$ cat config.mk
export PLATFORM = sky130hd
export DESIGN_NAME = trwb_div
export DESIGN_NICKNAME = d
export VERILOG_FILES = /design/src/rtl/core/trwb_pkg.sv /design/src/rtl/core/trwb_div.sv
export SDC_FILE = /design/constraint.sdc
export NUM_CORES = 1
export LEC_CHECK = 0
export BUFFER_PORTS_ARGS = -buffer_cell sky130_fd_sc_hd__clkbuf_2
export CORE_MARGIN = 8
export CORE_UTILIZATION = 50
export DETAILED_ROUTE_END_ITERATION = 6
export PLACE_DENSITY = 0.81
export SYNTH_ARGS = -nofsm -noshare
export SYNTH_HDL_FRONTEND = slang
export SYNTH_SLANG_ARGS = --single-unit
$ cat constraint.sdc
create_clock -name clk -period 3.93 [get_ports clk]
set_input_delay 0.1965 -clock clk [delete_from_list [all_inputs] [get_ports clk]]
set_output_delay 0.1965 -clock clk [all_outputs]
set_load 0.02 [all_outputs]
$ cat src/rtl/core/trwb_pkg.sv
package trwb_pkg;

	localparam int SCREEN_WIDTH  = 256;
	localparam int SCREEN_HEIGHT = 256;
	localparam int PIXEL_COUNT   = SCREEN_WIDTH * SCREEN_HEIGHT;

	localparam int X_W    = $clog2(SCREEN_WIDTH);
	localparam int Y_W    = $clog2(SCREEN_HEIGHT);
	localparam int YC_W   = $clog2(SCREEN_HEIGHT + 1);
	localparam int ADDR_W = $clog2(PIXEL_COUNT);

	localparam int CMD_W   = 2;
	localparam int COORD_W = 16;
	localparam int DEPTH_W = 32;
	localparam int COLOR_W = 24;

	// Interpolated x, row distances and divisor widths.
	localparam int XS_W   = 17;
	localparam int D_W    = 17;
	localparam int DEN_W  = 17;
	localparam int NUM_W  = 50;
	localparam int MA_W   = 33;
	localparam int MB_W   = 18;
	localparam int PROD_W = MA_W + MB_W;
	localparam int ACC_W  = 52;

	typedef struct packed {
		logic              start;
		logic [NUM_W-1:0]  num;
		logic [DEN_W-1:0]  den;
	} div_req_t;

	typedef struct packed {
		logic              done;
		logic [NUM_W-1:0]  quot;
		logic [DEN_W-1:0]  rem;
	} div_st_t;

	function automatic logic [ADDR_W-1:0] pix_addr(input logic [Y_W-1:0] y,
		input logic [X_W-1:0] x);
		pix_addr = ADDR_W'(ADDR_W'(y) * ADDR_W'(SCREEN_WIDTH) + ADDR_W'(x));
	endfunction

endpackage

$ cat src/rtl/core/trwb_div.sv
module trwb_div import trwb_pkg::*; (
	input  logic     clk,
	input  logic     arst_n,
	input  div_req_t req,
	output div_st_t  st
);

	localparam int CNT_W = $clog2(NUM_W + 1);

	logic             busy_q;
	logic             done_q;
	logic [CNT_W-1:0] cnt_q;
	logic [NUM_W-1:0] num_q;
	logic [DEN_W-1:0] rem_q;
	logic [DEN_W-1:0] den_q;
	logic [DEN_W:0]   trial;
	logic             ge;

	// Restoring division, one quotient bit per cycle shifted into num_q.
	assign trial = {rem_q, num_q[NUM_W-1]};
	assign ge    = trial >= {1'b0, den_q};

	always_ff @(posedge clk or negedge arst_n) begin
		if (!arst_n) begin
			busy_q <= 1'b0;
			done_q <= 1'b0;
			cnt_q  <= '0;
		end else begin
			done_q <= busy_q && !req.start && (cnt_q == CNT_W'(1));
			if (req.start) begin
				busy_q <= 1'b1;
				cnt_q  <= CNT_W'(NUM_W);
				num_q  <= req.num;
				den_q  <= req.den;
				rem_q  <= '0;
			end else if (busy_q) begin
				rem_q <= ge ? DEN_W'(trial - {1'b0, den_q}) : trial[DEN_W-1:0];
				num_q <= {num_q[NUM_W-2:0], ge};
				cnt_q <= cnt_q - CNT_W'(1);
				if (cnt_q == CNT_W'(1)) begin
					busy_q <= 1'b0;
				end
			end
		end
	end

	assign st.done = done_q;
	assign st.quot = num_q;
	assign st.rem  = rem_q;

endmodule

==> flow_metrics.env <==
export IMPL_yosys_warnings=0
export IMPL_io_pins=138
export IMPL_async_reset_ff_frac=0.0870
export IMPL_gp_congestion=0.860
export IMPL_worst_endpoint_required_ns=4.11
export IMPL_drive_above_1_share=0.391
export IMPL_hp_class="in -> async"
export IMPL_ir_drop_mv=0.223
export IMPL_finalClockSkew_ns=0.0140
export IMPL_diodes=0
export IMPL_tightest_slew_ns=0.863
export IMPL_whs_ns=0.0344
export IMPL_tns_ns=0
export IMPL_via_per_inst=5.49
export IMPL_cts_hold_buf=16
export IMPL_synth_top_area_frac=0.517
export IMPL_cts_sinks=92
export IMPL_synth_cells=393
export IMPL_status="complete, no violations"
export IMPL_postPlaceCellArea_mm2=0.00568
export IMPL_overflow=0
export IMPL_path_clk_slew_ns=0.10
export IMPL_io_buffers=137
export IMPL_utilization=0.629
export IMPL_post_cts_buffers=0
export IMPL_path_class="reg -> reg"
export IMPL_synth_edf_count=84
export IMPL_dp_hpwl_um=8950
export IMPL_cts_root_buf="clkbuf_8"
export IMPL_syn2layout_area_growth_pct=24.4
export IMPL_wl_per_cell_um=17.9
export IMPL_antenna_found_initial=0
export IMPL_detail_route_antenna_nets=0
export IMPL_instances_no_fill=681
export IMPL_yosys_top_cells_area="edfxtp_1 (52%), mux2_2 (12%), ha_1 (4.9%), dfrtp_1 (4.1%), nand2_1 (2.5%)"
export IMPL_nNetsFinal=633
export IMPL_dp_cells=648
export IMPL_rsz0062_at_grt="no"
export IMPL_grt_max_degree=41
export IMPL_finalCritPeriodShare=0.752
export IMPL_placeableCoreArea_mm2=0.00964
export IMPL_dieArea_mm2=0.0132
export IMPL_dr_pass1_iters=4
export IMPL_ys_types=55
export IMPL_netlist_area_mm2=0.00487
export IMPL_start_util=0.506
export IMPL_drv_cap=0
export IMPL_cts_tree="done"
export IMPL_clock_path_buffers=2
export IMPL_setup_viol=0
export IMPL_htree_levels=3
export IMPL_synth_fp_nets=483
export IMPL_synth_seq_cells=92
export IMPL_yosysSeqAreaShare=0.559
export IMPL_min_period_ns=2.95
export IMPL_syn_area_per_cell_um2=12.4
export IMPL_final_cell_area_mm2=0.00606
export IMPL_leakagePower_nw=2.57
export IMPL_drt_iter0_drc=186
export IMPL_numCtsBuffers=9
export IMPL_dr_total_vias=3738
export IMPL_drc=0
export IMPL_grt_pass1_vias=4011
export IMPL_p_per_area_mw_per_mm2=441
export IMPL_worstPathMaxFanout=18
export IMPL_critPathLaunchType="flop"
export IMPL_arrival_ns=3.14
export IMPL_ys_flop_type="edfxtp_1"
export IMPL_hold_violations=0
export IMPL_clk_latency_ns=0.37
export IMPL_post_cts_resized=0
export IMPL_maxSlewViolCount=0
export IMPL_grt_pass1_wl_um=19800
export IMPL_fp_dieH_um=115
export IMPL_row_count=36
export IMPL_grtUsageTotal=0.192
export IMPL_drt_total_wl_um=12200
export IMPL_yosysTopAreaCell="edfxtp_1"
export IMPL_cp_end_kind="flop"
export IMPL_fp_dieW_um=115
export IMPL_max_slew_margin_rel=0.425
export IMPL_fmax_mhz=339
## placed cells by master (no fill, tap or decap), types with 8 or more instances in the layout
cell	Yosys	layout
xnor2_1	8	8
xor2_1	8	8
dlygate4sd3_1	0	17
inv_1	23	23
ha_1	19	19
edfxtp_1	84	84
clkbuf_8	0	9
nor2_1	22	22
a21oi_1	21	21
clkbuf_2	0	137
a311oi_1	9	9
mux2_2	50	50
nand2_1	32	32
dfrtp_1	8	8
o21ai_0	9	9
## worst max-delay path, cell delays in order (launching register included)
cell	delay, ns
edfxtp_1	0.42
inv_1	0.08
ha_1	0.16
inv_1	0.05
fa_1	0.39
a21o_1	0.24
a221oi_4	0.36
o211ai_1	0.20
a21oi_1	0.25
buf_4	0.27
nand2_1	0.07
a311oi_1	0.27
## layout make-up
class / instances / area [um2]
Clock buffer: 12 / 178
Clock inverter: 4 / 35.0
Fill cell: 795 / 3570
Inverter: 23 / 86.3
Multi-Input combinational cell: 257 / 1980
Sequential cell: 92 / 2720
Tap cell: 133 / 166
Timing Repair Buffer: 160 / 901
## through the flow
step / worst slack [ns] / power (mW)
2_1_floorplan: 0.460 / 1.78
6_report: 0.976 / 2.68
3_3_place_gp: 1.14 / 1.98
5_1_grt: 0.746 / 2.81
3_5_place_dp: 1.02 / 2.00
4_1_cts: 0.963 / 2.68
## metal layers
metal,part of all wire,global-route usage,up-vias
met5,0,0,-
met3,0.085,0.0646,23
met1,0.40,0.219,1793
li1,-,-,1768
met2,0.49,0.322,154
met4,0.022,0.0814,0
## synth_stat cells (2+ instances only)
cell / count
a31oi_1: 2
nor2b_1: 3
o311a_1: 2
buf_2: 6
and3_1: 2
dfrtp_1: 8
o21bai_1: 2
o31ai_1: 4
inv_1: 23
a311oi_1: 9
mux2_2: 50
buf_1: 6
o21ai_0: 9
ha_1: 19
or3_1: 3
a21o_1: 4
xor2_1: 8
a211oi_1: 2
o211ai_1: 2
nand3_1: 6
xnor2_1: 8
nor4_1: 2
a32oi_1: 4
nand2_1: 32
o21a_1: 3
a21oi_1: 21
clkbuf_1: 7
nor3_1: 4
nand4_1: 6
nor2_1: 22
nor3b_1: 2
and2_1: 2
nand2b_1: 5
edfxtp_1: 84
## final timing paths
kind / startpoint / end / slack, ns / cells after the start
worst max register to register: num_q[49] / rem_q[7] / 0.98 / 11
min in group clk: req[24] / num_q[7] / 0.12 / 2
max in group asynchronous: arst_n / cnt_q[1] / 3.71 / 2
worst min-delay path: arst_n / cnt_q[4] / 0.03 / 2
worst max-delay path: num_q[49] / rem_q[7] / 0.98 / 11
worst min register to register: cnt_q[4] / done_q / 0.53 / 1
## flip-flops by register name, summed over array words and instances, names as in the netlist
register  count
num_q        50
den_q        17
rem_q        17
cnt_q         6
busy_q        1
done_q        1
## cell families after synthesis
logic type | count (synthesis) | synth area share
xor+xnor | 16 | 0.0287
simple gates | 95 | 0.0945
flops | 92 | 0.559
fa+ha+maj | 20 | 0.0529
mux | 50 | 0.116
buf+inv | 44 | 0.0377
compound gates | 76 | 0.112
## power by group
part           total, mW  leakage (nW)  switching (mW)  internal [mW]
logic              0.750          1.55           0.439          0.311
clock network      0.675         0.110           0.359          0.316
registers           1.25         0.913          0.0681           1.18
Note: power is estimated with default switching activity, not from simulation.
